==> src/hw/rtl/jspi_pkg.sv <==
// shared types, constants and lookup functions for the joystick servo integrator
package jspi_pkg;

  localparam int NUM_SERVO   = 6;
  localparam int PULSE_W     = 12;
  localparam int STICK_W     = 8;
  localparam int STAT_W      = 8;
  localparam int LIM_W       = 24;
  localparam int SRV_W       = 3;
  localparam int MV_W        = 2;
  localparam int NUM_STICK   = 4;
  localparam int IN_W        = 40;
  localparam int OUT_W       = NUM_SERVO * (STAT_W + PULSE_W);
  localparam int DIVIDEND_W  = 20;
  localparam int QUOT_W      = 8;
  localparam int CNT_W       = 3;

  // truncating stick map by reciprocal: x*2*half/254 == (x*K) >> 24
  localparam int STEP_MUL_W  = 22;
  localparam int STEP_PROD_W = STICK_W + STEP_MUL_W;
  localparam int STEP_SHIFT  = 24;
  localparam int STEP_Q_W    = STEP_PROD_W - STEP_SHIFT;
  localparam logic [STEP_MUL_W-1:0] STEP_MUL_20 = 22'd2642120;
  localparam logic [STEP_MUL_W-1:0] STEP_MUL_30 = 22'd3963180;
  localparam logic signed [7:0] HALF_20 = 8'sd20;
  localparam logic signed [7:0] HALF_30 = 8'sd30;

  // pwm count by reciprocal: p*128/625 == (p*M) >> 26
  localparam int PWM_MUL_W   = 24;
  localparam int PWM_PROD_W  = PULSE_W + PWM_MUL_W;
  localparam int PWM_SHIFT   = 26;
  localparam logic [PWM_MUL_W-1:0] PWM_MUL = 24'd13743896;

  localparam logic [STAT_W-1:0]  STATUS_MAX = 8'd180;
  localparam logic [STICK_W-1:0] DEAD_LO    = 8'd120;
  localparam logic [STICK_W-1:0] DEAD_HI    = 8'd135;
  localparam logic [STICK_W-1:0] CLAW_CLOSE = 8'd0;
  localparam logic [STICK_W-1:0] CLAW_OPEN  = 8'd1;

  typedef logic [PULSE_W-1:0] pulse_t;
  typedef logic [SRV_W-1:0]   srv_idx_t;
  typedef logic [LIM_W-1:0]   lim_t;

  localparam srv_idx_t SRV_WAIST      = 3'd0;
  localparam srv_idx_t SRV_SHOULDER   = 3'd1;
  localparam srv_idx_t SRV_ELBOW      = 3'd2;
  localparam srv_idx_t SRV_WRIST_TILT = 3'd3;
  localparam srv_idx_t SRV_WRIST_TURN = 3'd4;
  localparam srv_idx_t SRV_GRIPPER    = 3'd5;

  typedef enum logic [2:0] {
    ST_IDLE,
    ST_STEP,
    ST_MOVE,
    ST_LOAD,
    ST_DIV,
    ST_OUT
  } state_t;

  // divider result handed back to the sequencer
  typedef struct packed {
    logic              done;
    logic [QUOT_W-1:0] quot;
  } div_res_t;

  // which servo a stick drives, step size and direction
  typedef struct packed {
    srv_idx_t servo;
    logic     wide;
    logic     rev;
  } move_cfg_t;

  function automatic move_cfg_t move_cfg(input logic [MV_W-1:0] idx);
    move_cfg_t c;
    c = '{servo: SRV_WRIST_TURN, wide: 1'b0, rev: 1'b0};
    unique case (idx)
      2'd0: c = '{servo: SRV_WRIST_TURN, wide: 1'b0, rev: 1'b0};
      2'd1: c = '{servo: SRV_WRIST_TILT, wide: 1'b0, rev: 1'b1};
      2'd2: c = '{servo: SRV_WAIST,      wide: 1'b1, rev: 1'b1};
      2'd3: c = '{servo: SRV_ELBOW,      wide: 1'b0, rev: 1'b1};
      default: c = '{servo: SRV_WRIST_TURN, wide: 1'b0, rev: 1'b0};
    endcase
    return c;
  endfunction

  function automatic lim_t lim_reset(input srv_idx_t s);
    lim_t v;
    v = '0;
    unique case (s)
      SRV_WAIST:      v = 24'd10240500;
      SRV_SHOULDER:   v = 24'd7783200;
      SRV_ELBOW:      v = 24'd9831400;
      SRV_WRIST_TILT: v = 24'd9831100;
      SRV_WRIST_TURN: v = 24'd10240500;
      SRV_GRIPPER:    v = 24'd3686910;
      default:        v = '0;
    endcase
    return v;
  endfunction

  function automatic pulse_t pulse_reset(input srv_idx_t s);
    pulse_t v;
    v = '0;
    unique case (s)
      SRV_WAIST:      v = 12'd1500;
      SRV_SHOULDER:   v = 12'd1200;
      SRV_ELBOW:      v = 12'd1900;
      SRV_WRIST_TILT: v = 12'd1500;
      SRV_WRIST_TURN: v = 12'd1600;
      SRV_GRIPPER:    v = 12'd510;
      default:        v = '0;
    endcase
    return v;
  endfunction

endpackage

==> src/hw/rtl/joystick_servo_position_integrator.sv <==
// top level: servo pulse state, stick step sequencer, status and pwm result assembly
// Items are handled one at a time: four stick moves each pass through a step state
//   and a move state, then each of the six status angles goes through the shared
//   bit-serial divider.
// in_tready is high only between items; the finished result waits in its own
//   output register, so the next item may be accepted while it is pending.
// Reset (rst_n low at a clock edge) restores default limits and pulse widths.
module joystick_servo_position_integrator import jspi_pkg::*; (
  input  logic              clk,
  input  logic              rst_n,
  // in_tdata: left_stick_x, left_stick_y, claw_code, right_stick_x, right_stick_y
  input  logic              in_tvalid,
  output logic              in_tready,
  input  logic [IN_W-1:0]   in_tdata,
  // out_tdata: waist, shoulder, elbow, wrist_tilt, wrist_turn, gripper status,
  //   then waist, shoulder, elbow, wrist_tilt, wrist_turn, gripper pwm count
  output logic              out_tvalid,
  input  logic              out_tready,
  output logic [OUT_W-1:0]  out_tdata,
  input  logic              cfg_valid,
  output logic              cfg_ready,
  input  logic [SRV_W-1:0]  cfg_index,
  input  logic [LIM_W-1:0]  cfg_data
);

  state_t                  state_r, state_nxt;
  logic [MV_W-1:0]         mv_idx_r;
  srv_idx_t                srv_r;
  lim_t                    lim_r   [NUM_SERVO];
  pulse_t                  pulse_r [NUM_SERVO];
  logic [STICK_W-1:0]      stick_r [NUM_STICK];
  logic [STAT_W-1:0]       res_stat_r [NUM_SERVO];
  pulse_t                  res_pwm_r  [NUM_SERVO];
  logic [STEP_Q_W-1:0]     q_r;
  logic                    skip_r;
  logic                    spec_r;
  logic [STAT_W-1:0]       spec_val_r;
  logic                    out_valid_r;
  logic [OUT_W-1:0]        out_data_r;
  logic [OUT_W-1:0]        out_data_nxt;

  logic                    accept;
  logic                    out_load;
  logic [STICK_W-1:0]      claw;
  move_cfg_t               mcfg;
  srv_idx_t                rd_idx;
  pulse_t                  pulse_rd;
  pulse_t                  lim_mn;
  pulse_t                  lim_mx;
  logic [STICK_W-1:0]      stick_x;
  logic [STEP_PROD_W-1:0]  step_prod;
  logic signed [7:0]       half;
  logic signed [7:0]       step_s;
  logic signed [13:0]      np;
  logic                    in_range;
  logic                    div_start;
  logic [DIVIDEND_W-1:0]   dividend;
  pulse_t                  divisor;
  pulse_t                  diff;
  logic                    spec_nxt;
  logic [STAT_W-1:0]       spec_val_nxt;
  div_res_t                div_res;
  pulse_t                  pwm_count;

  assign claw      = in_tdata[2*STICK_W +: STICK_W];
  assign cfg_ready = 1'b1;

  // shared read port for the servo under work
  assign mcfg     = move_cfg(mv_idx_r);
  assign rd_idx   = (state_r == ST_MOVE) ? mcfg.servo : srv_r;
  assign pulse_rd = pulse_r[rd_idx];
  assign lim_mn   = lim_r[rd_idx][PULSE_W-1:0];
  assign lim_mx   = lim_r[rd_idx][LIM_W-1:PULSE_W];

  // stick step magnitude
  assign stick_x   = stick_r[mv_idx_r];
  assign step_prod = STEP_PROD_W'(stick_x) *
                     STEP_PROD_W'(mcfg.wide ? STEP_MUL_30 : STEP_MUL_20);

  // signed step and candidate pulse
  always_comb begin
    half     = mcfg.wide ? HALF_30 : HALF_20;
    step_s   = mcfg.rev ? (half - $signed({2'b00, q_r})) : ($signed({2'b00, q_r}) - half);
    np       = $signed({2'b00, pulse_rd}) + $signed({{6{step_s[7]}}, step_s});
    in_range = (np > $signed({2'b00, lim_mn})) && (np < $signed({2'b00, lim_mx}));
  end

  // status setup: saturated cases bypass the divider result
  always_comb begin
    diff         = pulse_rd - lim_mn;
    dividend     = DIVIDEND_W'(diff) * DIVIDEND_W'(STATUS_MAX);
    divisor      = lim_mx - lim_mn;
    spec_nxt     = 1'b0;
    spec_val_nxt = '0;
    if ((lim_mx <= lim_mn) || (pulse_rd <= lim_mn)) begin
      spec_nxt     = 1'b1;
      spec_val_nxt = '0;
    end else if (pulse_rd >= lim_mx) begin
      spec_nxt     = 1'b1;
      spec_val_nxt = STATUS_MAX;
    end
  end

  // sequencer state register
  always_ff @(posedge clk) begin
    if (!rst_n) begin
      state_r  <= ST_IDLE;
      mv_idx_r <= '0;
      srv_r    <= '0;
    end else begin
      state_r <= state_nxt;
      if (accept) begin
        mv_idx_r <= '0;
      end else if (state_r == ST_MOVE) begin
        mv_idx_r <= mv_idx_r + 1'b1;
      end
      if (state_r == ST_MOVE) begin
        srv_r <= '0;
      end else if ((state_r == ST_DIV) && div_res.done) begin
        srv_r <= srv_r + 1'b1;
      end
    end
  end

  // sequencer next state and strobes
  always_comb begin
    state_nxt = state_r;
    in_tready = 1'b0;
    div_start = 1'b0;
    out_load  = 1'b0;
    unique case (state_r)
      ST_IDLE: begin
        in_tready = 1'b1;
        if (in_tvalid) begin
          state_nxt = ST_STEP;
        end
      end
      ST_STEP: state_nxt = ST_MOVE;
      ST_MOVE: state_nxt = (mv_idx_r == MV_W'(NUM_STICK - 1)) ? ST_LOAD : ST_STEP;
      ST_LOAD: begin
        div_start = 1'b1;
        state_nxt = ST_DIV;
      end
      ST_DIV: begin
        if (div_res.done) begin
          state_nxt = (srv_r == SRV_W'(NUM_SERVO - 1)) ? ST_OUT : ST_LOAD;
        end
      end
      ST_OUT: begin
        if (!out_valid_r || out_tready) begin
          out_load  = 1'b1;
          state_nxt = ST_IDLE;
        end
      end
      default: state_nxt = ST_IDLE;
    endcase
  end

  assign accept = in_tvalid && in_tready;

  // limit registers
  always_ff @(posedge clk) begin
    if (!rst_n) begin
      for (int i = 0; i < NUM_SERVO; i++) begin
        lim_r[i] <= lim_reset(SRV_W'(i));
      end
    end else if (cfg_valid && cfg_ready && (cfg_index < SRV_W'(NUM_SERVO))) begin
      lim_r[cfg_index] <= cfg_data;
    end
  end

  // pulse state: claw on accept, stick steps in the move cycles
  always_ff @(posedge clk) begin
    if (!rst_n) begin
      for (int i = 0; i < NUM_SERVO; i++) begin
        pulse_r[i] <= pulse_reset(SRV_W'(i));
      end
    end else if (accept) begin
      if (claw == CLAW_CLOSE) begin
        pulse_r[SRV_GRIPPER] <= lim_r[SRV_GRIPPER][LIM_W-1:PULSE_W];
      end else if (claw == CLAW_OPEN) begin
        pulse_r[SRV_GRIPPER] <= lim_r[SRV_GRIPPER][PULSE_W-1:0];
      end
    end else if ((state_r == ST_MOVE) && !skip_r && in_range) begin
      pulse_r[mcfg.servo] <= np[PULSE_W-1:0];
    end
  end

  // item capture and per-step payload
  always_ff @(posedge clk) begin
    if (accept) begin
      stick_r[0] <= in_tdata[0*STICK_W +: STICK_W];
      stick_r[1] <= in_tdata[1*STICK_W +: STICK_W];
      stick_r[2] <= in_tdata[3*STICK_W +: STICK_W];
      stick_r[3] <= in_tdata[4*STICK_W +: STICK_W];
    end
    if (state_r == ST_STEP) begin
      q_r    <= step_prod[STEP_PROD_W-1:STEP_SHIFT];
      skip_r <= (stick_x >= DEAD_LO) && (stick_x <= DEAD_HI);
    end
    if (state_r == ST_LOAD) begin
      spec_r     <= spec_nxt;
      spec_val_r <= spec_val_nxt;
    end
    if ((state_r == ST_DIV) && div_res.done) begin
      res_stat_r[srv_r] <= spec_r ? spec_val_r : div_res.quot;
      res_pwm_r[srv_r]  <= pwm_count;
    end
  end

  jspi_div u_div (
    .clk      (clk),
    .rst_n    (rst_n),
    .start    (div_start),
    .dividend (dividend),
    .divisor  (divisor),
    .res      (div_res)
  );

  jspi_pwm u_pwm (
    .clk   (clk),
    .en    (div_start),
    .pulse (pulse_rd),
    .count (pwm_count)
  );

  // result packing
  always_comb begin
    out_data_nxt = '0;
    for (int i = 0; i < NUM_SERVO; i++) begin
      out_data_nxt[i*STAT_W +: STAT_W] = res_stat_r[i];
      out_data_nxt[NUM_SERVO*STAT_W + i*PULSE_W +: PULSE_W] = res_pwm_r[i];
    end
  end

  // output register
  always_ff @(posedge clk) begin
    if (!rst_n) begin
      out_valid_r <= 1'b0;
    end else if (out_load) begin
      out_valid_r <= 1'b1;
    end else if (out_tready) begin
      out_valid_r <= 1'b0;
    end
  end

  always_ff @(posedge clk) begin
    if (out_load) begin
      out_data_r <= out_data_nxt;
    end
  end

  assign out_tvalid = out_valid_r;
  assign out_tdata  = out_data_r;

  // unsaturated status angle never exceeds full scale
  a_quot_range: assert property (@(posedge clk) disable iff (!rst_n)
    (div_res.done && !spec_r) |-> (div_res.quot <= STATUS_MAX))
    else $error("status quotient above full scale");

  // divider finishes only while the sequencer waits for it
  a_done_in_div: assert property (@(posedge clk) disable iff (!rst_n)
    div_res.done |-> (state_r == ST_DIV))
    else $error("divider done outside of divide state");

  // a new result appears only from the output state
  a_out_from_out: assert property (@(posedge clk) disable iff (!rst_n)
    $rose(out_valid_r) |-> ($past(state_r) == ST_OUT))
    else $error("result loaded outside of output state");

  // an accepted item starts the first stick step
  a_accept_step: assert property (@(posedge clk) disable iff (!rst_n)
    accept |=> ((state_r == ST_STEP) && (mv_idx_r == '0)))
    else $error("accepted item did not start stick steps");

endmodule

==> src/hw/rtl/jspi_div.sv <==
// bit-serial restoring divider, one quotient bit per cycle, 8-bit quotient
module jspi_div import jspi_pkg::*; (
  input  logic                  clk,
  input  logic                  rst_n,
  input  logic                  start,
  input  logic [DIVIDEND_W-1:0] dividend,
  input  pulse_t                divisor,
  output div_res_t              res
);

  logic [DIVIDEND_W-1:0]       rem_r;
  logic [DIVIDEND_W-2:0]       den_r;
  logic [QUOT_W-1:0]           quot_r;
  logic [CNT_W-1:0]            cnt_r;
  logic                        busy_r;
  logic                        done_r;
  logic                        ge;

  // trial subtract of the aligned divisor
  assign ge = (rem_r >= {1'b0, den_r});

  // control
  always_ff @(posedge clk) begin
    if (!rst_n) begin
      busy_r <= 1'b0;
      done_r <= 1'b0;
      cnt_r  <= '0;
    end else if (start) begin
      busy_r <= 1'b1;
      done_r <= 1'b0;
      cnt_r  <= CNT_W'(QUOT_W - 1);
    end else if (busy_r) begin
      cnt_r <= cnt_r - 1'b1;
      if (cnt_r == '0) begin
        busy_r <= 1'b0;
        done_r <= 1'b1;
      end
    end else begin
      done_r <= 1'b0;
    end
  end

  // remainder, shifting divisor and quotient shift register
  always_ff @(posedge clk) begin
    if (start) begin
      rem_r  <= dividend;
      den_r  <= {divisor, (QUOT_W-1)'(0)};
      quot_r <= '0;
    end else if (busy_r) begin
      if (ge) begin
        rem_r <= rem_r - {1'b0, den_r};
      end
      den_r  <= den_r >> 1;
      quot_r <= {quot_r[QUOT_W-2:0], ge};
    end
  end

  assign res.done = done_r;
  assign res.quot = quot_r;

endmodule

==> src/hw/rtl/jspi_pwm.sv <==
// pulse width to pwm count, registered reciprocal multiply
module jspi_pwm import jspi_pkg::*; (
  input  logic   clk,
  input  logic   en,
  input  pulse_t pulse,
  output pulse_t count
);

  logic [PWM_PROD_W-1:0] prod;
  pulse_t                count_r;

  // floor(p*128/625) from the high bits of p*M
  assign prod = PWM_PROD_W'(pulse) * PWM_PROD_W'(PWM_MUL);

  always_ff @(posedge clk) begin
    if (en) begin
      count_r <= PULSE_W'(prod[PWM_PROD_W-1:PWM_SHIFT]);
    end
  end

  assign count = count_r;

endmodule
==> config.mk <==
export PLATFORM = sky130hd
export DESIGN_NAME = joystick_servo_position_integrator
export DESIGN_NICKNAME = d
export VERILOG_FILES = /design/src/hw/rtl/jspi_pkg.sv /design/src/hw/rtl/joystick_servo_position_integrator.sv /design/src/hw/rtl/jspi_div.sv /design/src/hw/rtl/jspi_pwm.sv
export SDC_FILE = /design/constraint.sdc
export NUM_CORES = 1
export LEC_CHECK = 0
export BUFFER_PORTS_ARGS = -buffer_cell sky130_fd_sc_hd__buf_2
export CORE_ASPECT_RATIO = 0.8
export CORE_MARGIN = 2
export CORE_UTILIZATION = 40
export DETAILED_ROUTE_END_ITERATION = 10
export PLACE_DENSITY = 0.65
export SYNTH_ARGS = -nofsm -noshare
export SYNTH_HDL_FRONTEND = slang
export SYNTH_SLANG_ARGS = --single-unit
==> constraint.sdc <==
create_clock -name clk -period 7.7 [get_ports clk]
set_clock_uncertainty 0.2 [all_clocks]
set_input_delay 1.155 -clock clk [delete_from_list [all_inputs] [get_ports clk]]
set_output_delay 1.155 -clock clk [all_outputs]
set_load 0.1 [all_outputs]
* Yosys cells after proc, flatten, opt, wreduce, memory -nomap -nowiden
Memory sizes are Yosys's and may differ from the RTL's. A register that Yosys moved wholly into a read port is not among the register bits.
Cells that the tools add are included.
Widths: inputs -> output; s select.
** Operators by class
- Bitwise operators :: 4
- $mul :: 3
- Shifts and indexed selects :: 0
- Equal/unequal tests :: 13
- Div/mod/pow operators :: 0
- Multiplexer cells :: 71
- Add/sub/neg operators :: 9
- Reduce and logical (&&, ||, !) cells :: 26
- Order comparisons :: 9
** Operators with widths (number)
- $mux 24 :: 6
- $mux 12 :: 8
- $mux 20 :: 3
- $mux 19 :: 2
- $mul 12x21->33 const B :: 1
- $mux 1 :: 33
- $mul 8x22->30 :: 1
- $mux 3 :: 9
- $le 12x12->1 :: 2
- $mux 8 :: 3
- $reduce_or 24->1 :: 1
- $sub 12x12->12 :: 2
- $mux 21 :: 1
- $ge 20x19->1 :: 1
- $pmux 5 s4 :: 1
- $sub 20x19->20 :: 1
- $mul 12x6->18 const B :: 1
- $pmux 3 s6 :: 1
- $add 13x8->14 :: 1
- $gt 14x13->1 :: 1
- $lt 14x13->1 :: 1
- $ge 12x12->1 :: 1
- $reduce_or 12->1 :: 1
- $eq 3x3->1 const B :: 3
- other kinds (30) :: 50
** Word-level totals
- Register bits :: 207
- Bits in writable memories :: 356
- Output and inout bits :: 123
- Memories kept :: 5
- Bits in latches :: 0
- ROM bits :: 0
- Word-level logic and storage cells :: 158
** Memories
- lim_r :: words 6, width 24, read ports 2, clocked after memory_dff 0, write ports 6, line joystick_servo_position_integrator.sv:29 : lim_t lim_r [NUM_SERVO];
- pulse_r :: words 6, width 12, read ports 1, clocked after memory_dff 0, write ports 6, line joystick_servo_position_integrator.sv:30 : pulse_t pulse_r [NUM_SERVO];
- res_pwm_r :: words 6, width 10, read ports 6, clocked after memory_dff 6, write ports 1, line joystick_servo_position_integrator.sv:33 : pulse_t res_pwm_r [NUM_SERVO];
- res_stat_r :: words 6, width 8, read ports 6, clocked after memory_dff 6, write ports 1, line joystick_servo_position_integrator.sv:32 : logic [STAT_W-1:0] res_stat_r [NUM_SERVO];
- stick_r :: words 4, width 8, read ports 1, clocked after memory_dff 1, write ports 4, line joystick_servo_position_integrator.sv:31 : logic [STICK_W-1:0] stick_r [NUM_STICK];

* Depth between registers and ports, before layout
- Depth after elaboration :: 15
- Depth in mapped cells :: 34
- Depth with buffers taken out :: 31

* By module
From an unflattened synthesis, not the netlist that was laid out.
** Second synthesis, totals
- Cell total of the unflattened synthesis :: 3063
- Area total of the unflattened synthesis :: 36004.5 sq um
** Modules (own cells, without submodules)
- joystick_servo_position_integrator :: area an instance 28373.5 sq um, cells each 2274, times used 1, seq. area each 17306.6 sq um
- jspi_pwm :: area an instance 4423.0 sq um, cells each 442, times used 1, seq. area each 300.3 sq um
- jspi_div :: area an instance 3208.1 sq um, cells each 347, times used 1, seq. area each 1361.3 sq um

* Least setup slack after synthesis
OpenSTA, ideal clock, no wires.
- Path type :: register to register
- Start :: register mv_idx_r[1]
- End :: memory pulse_r[6][0] (netlist name) (enable)
- Buffers on the path :: 5
- Library setup time :: 417 ps
- Setup slack :: -340 ps
- Cell stages (with the launch flop) :: 28
- Data arrival time :: 7423 ps
- Cells stage by stage :: dfxtp_1 -> inv_1 -> ha_1 -> clkbuf_1 -> or2_2 -> mux2i_1 -> clkbuf_1 -> buf_1 -> buf_1 -> nand2_1 -> nand3_1 -> nand2_1 -> o21ai_0 -> ha_1 -> o21a_1 -> o21ai_0 -> o32ai_1 -> o21a_1 -> nor2_1 -> xor2_1 -> inv_1 -> ha_1 -> a2111oi_0 -> o211a_1 -> and3_1 -> buf_6 -> nand2_1 -> nor4b_1
** RTL lines
- start: declaration :: line joystick_servo_position_integrator.sv:27 : logic [MV_W-1:0] mv_idx_r;
- start signal: assignment :: line joystick_servo_position_integrator.sv:115 : mv_idx_r <= mv_idx_r + 1'b1;
- end: declaration :: line joystick_servo_position_integrator.sv:30

* Worst setup path in the final report
- Start :: register mv_idx_r[1]
- End :: register u_div.rem_r[19], data pin
** Between the ends
- Longest elaborated chain between the ends :: 7
- Elaborated cells on any way between the ends :: 11
- Those cells by class :: add/sub (1); mul (1); eq/ne (3); mux (3); reduce/logical (1); memory (2)
** RTL lines
- $eq 2x2->1 (tied with other cells) :: line jspi_pkg.sv:76 : unique case (idx)
- $pmux 5 s4 (*) :: line jspi_pkg.sv:76
- $mux 3 (*) :: line joystick_servo_position_integrator.sv:70 : assign rd_idx = (state_r == ST_MOVE) ? mcfg.servo : srv_r;
- $mem_v2 6x12 / $mem_v2 6x24 (equally long branches)
- $sub 12x12->12 (*) :: line joystick_servo_position_integrator.sv:90 : diff = pulse_rd - lim_mn;
- $mul 12x6->18 (*) :: line joystick_servo_position_integrator.sv:91 : dividend = DIVIDEND_W'(diff) * DIVIDEND_W'(STATUS_MAX);
- $mux 20 (*) :: line jspi_div.sv:45 : if (start) begin
- end signal: assignment :: line jspi_div.sv:46 : rem_r <= dividend;
- end signal: assignment :: line jspi_div.sv:51 : rem_r <= rem_r - {1'b0, den_r};
- end: declaration :: line jspi_div.sv:11 : logic [DIVIDEND_W-1:0] rem_r;
Every way passes the cells marked *; elsewhere a longest branch is shown, timed or not.
A chain may end at the register's enable or synchronous reset.

==> key figures <==
Run status
  • Outcome: finished, final reports clean

CTS
  • Sink Count: about 620
  • Clk Latency, worst-skew pair: between 600 and 700 ps
  • Root Driver: clkbuf_16
  • Reg clk slew, reported paths: roughly 70 ps
  • Cts hold-fix bufs: 0
  • Htree depth: 2
  • Total CTS buffers: ~60
  • CTS tree: yes
  • Deepest clock path buffer count: 3

Floorplanning
  • Ports: around 200
  • Total core area: between 0.08 and 0.09 sq mm
  • Initial core utilization: 40.3%
  • Die Wd: about 330 microns
  • Full die area: about 0.09 sq mm
  • Row Count: 96
  • Die Ht: between 200 and 300 microns

Flow run
  • Maxcap violations: 0

Finish
  • Area of the multi-input gates: approximately 0.015 sq mm
  • Final core utilization: between 40% and 50%
  • Fillcell total: a little under 8000
  • Share of post-route cells with drive strength above 1: 14.0%
  • Area Growth Syn to Fin: 15.3%
  • Register area: 0.0182 sq mm
  • NumNets Final: between 3000 and 4000
  • Post-route cell area: around 0.04 sq mm
  • ANT cells: 0

Route
  • Top Layer Used: met5
  • Drt pass-1 iters: 6
  • Met2 WL: approximately 37000 microns
  • Wire length on met3: slightly below 7000 microns
  • DR vias: 22700
  • Drt wl/cell: approximately 20 microns
  • DRT iter0 DRCs: around 2100
  • Post-route DRC: 0
  • Via-per-instance ratio: ~5.2
  • Final Routed Wirelength: roughly 86000 microns
  • Met1 WL: approximately 39000 microns
  • Post-route ant nets: 0

Yosys
  • Post-synth top flop: edfxtp_1
  • Syn_area_per_cell: roughly 12 sq um
  • Post-synth cell types: 74
  • Post-synth EDFFs: just under 600
  • Warnings from Yosys: 0
  • #FFs+latches synth: 618
  • Post-Syn Area: around 0.035 sq mm
  • Ys async rst share: 0%
  • Seq/Total Area, Yosys: 52.7%
  • Mapped Cells: a little under 3000

Critical path
  • Cell mode on critical path: ha_1
  • Worst EP arrival: roughly 7600 ps
  • Top delay family on crit path: adder cells
  • Slowest stage delay, CP: roughly 570 ps
  • Slowest CP cell: fa_1
  • WP buf/inv: 3
  • Max FO, Critical Path: 36
  • Crit path capture type: register
  • WS Path Type: register to register
  • Crit path launch type: register
  • Worst EP required: slightly below 8000 ps

Placement
  • DP Area: ~0.038 sq mm
  • Placer Congestion: between 0.9 and 1
  • DP HPWL: ~62000 microns
  • PortBufs: around 180

Timing
  • Setup violators final: 0
  • Fmax: 0.135 GHz
  • Unrepaired setup endpoints after global routing: yes
  • Post-route setup TNS: 0 ps
  • Final hold viol count: 0
  • WHS: between 200 and 250 ps
  • Final Cycle Share: a little over nine tenths
  • Final min period: 7430 ps
  • Slew Limit Fails: 0
  • Worst slew pin tran: between 1000 and 1500 ps
  • Slew HR: between 15 and 20%

GRT
  • Initial antenna violation count: 1
  • GRT Total Usage: roughly a fifth
  • Largest net degree at the start of global routing: between 80 and 90
  • Vias in the first global route: 22500
  • Total gr overflow: 0
  • First-pass GRT wire length: about 130000 microns

Pwr
  • Leakage: between 15 and 20 nW
  • Power per Cell Area: ~460 mW/mm^2
  • Maximum vdd drop: 0.000897 V

Min path
  • Hold/Removal Path Class: register to register
## cells in the final DEF (no fill, tap or decap), types with 61 or more instances in the layout
master and instances:
edfxtp_1 585, nand2_1 408, inv_1 305, ha_1 292
buf_2 181, nor2_1 172, fa_1 153, nand3_1 121
buf_4 86, conb_1 74, o21ai_0 61, clkbuf_16 61
## sequential cells by signal, indices dropped and copies added (netlist names), 6 cells and up, named ones only
name,cells
out_tdata,108
res_pwm_r,60
u_div.den_r,19
u_div.quot_r,8
u_div.rem_r,20
q_r,6
stick_r,32
lim_r,192
pulse_r,96
u_pwm.count,10
res_stat_r,48
## where the power goes
part	total (mW)	internal (mW)	leakage [nW]	switching, mW
sequential	4.11	4.02	5.71	0.0880
combinational	10.9	4.60	9.72	6.28
clock	3.23	1.90	1.06	1.33
## cell usage after synthesis, drive strengths merged, types with 11 or more instances
master	n	area, sq um
a211oi	14	105
a21o	47	353
a21oi	63	315
a311oi	36	315
a31oi	31	194
and2	28	175
and3	41	257
buf	38	225
clkbuf	77	289
dfxtp	33	661
edfxtp	585	17600
fa	153	3060
ha	292	3650
inv	305	1140
mux2i	35	354
nand2	409	1540
nand2b	33	206
nand3	121	606
nand4	17	106
nor2	175	657
nor2b	19	119
nor3	26	130
o21a	16	120
o21ai	67	335
o21bai	11	82.6
o22ai	17	106
xnor2	40	350
xor2	44	385
## repair_timing
item	in CTS	in global routing
pin swaps	1	2
setup buffers	5	1
resized for setup	2	28
endpoints found under the hold margin	0	0
endpoints found under the setup margin	2	60
## routing by layer
layer | track usage (%) | up-vias
met1 | 27.8 | 11100
met4 | 5.00 | 2
met2 | 29.6 | 798
met5 | 0 | -
li1 | - | 10700
met3 | 3.79 | 129
## logic make-up after synthesis
family / after synthesis / synth area share [%]
simple gates: 902 / 11.6
flops: 618 / 52.7
fa+ha+maj: 445 / 19.4
buf+inv: 420 / 4.80
compound gates: 377 / 7.60
xor+xnor: 84 / 2.13
mux: 48 / 1.72
other cells: 2 / 0.0217
## layout make-up
cell class	count	share of cell area (%)
Clock buffer	67	3.88
Timing Repair Buffer	278	4.33
Clock inverter	48	1.61
Inverter	305	2.87
Tap cell	1127	3.53
Multi-Input combinational cell	1930	38.1
Sequential cell	618	45.7
## worst reg2reg max path: cells and delay by family (launching register included)
family                   cells  cell delay, ps
adder cells (fa/ha/maj)      6            2260
AO/OA/AOI/OAI               12            2050
AND/OR/NAND/NOR              5            1020
buffers and inverters        3             410
multiplexers                 1             410
XOR/XNOR                     2             380
flip-flops                   1             370
## stage by stage
stage | power, mW | setup WS [ps] | std cells
floorplan | 12.1 | 32.8 | 2968
global placement | 14.7 | 198 | 4252
detailed placement | 14.8 | 41.9 | 4252
CTS | 18.1 | 25.5 | 4372
global route | 19.9 | -11.9 | 4373
finish | 18.2 | 272 | 4373
## worst paths after layout
| path | end | slack [ps] | start | depth (start not counted) |
|---|---|---|---|---|
| worst min-delay path | out_tdata[37] | 210 | res_stat_r[4][5] | 0 |
| worst min register to register | out_tdata[37] | 210 | res_stat_r[4][5] | 0 |
| worst max register to register | u_div.rem_r[19] | 270 | mv_idx_r[1] | 29 |
| worst max-delay path | u_div.rem_r[19] | 270 | mv_idx_r[1] | 29 |
Note: power is estimated with default switching activity, not from simulation.
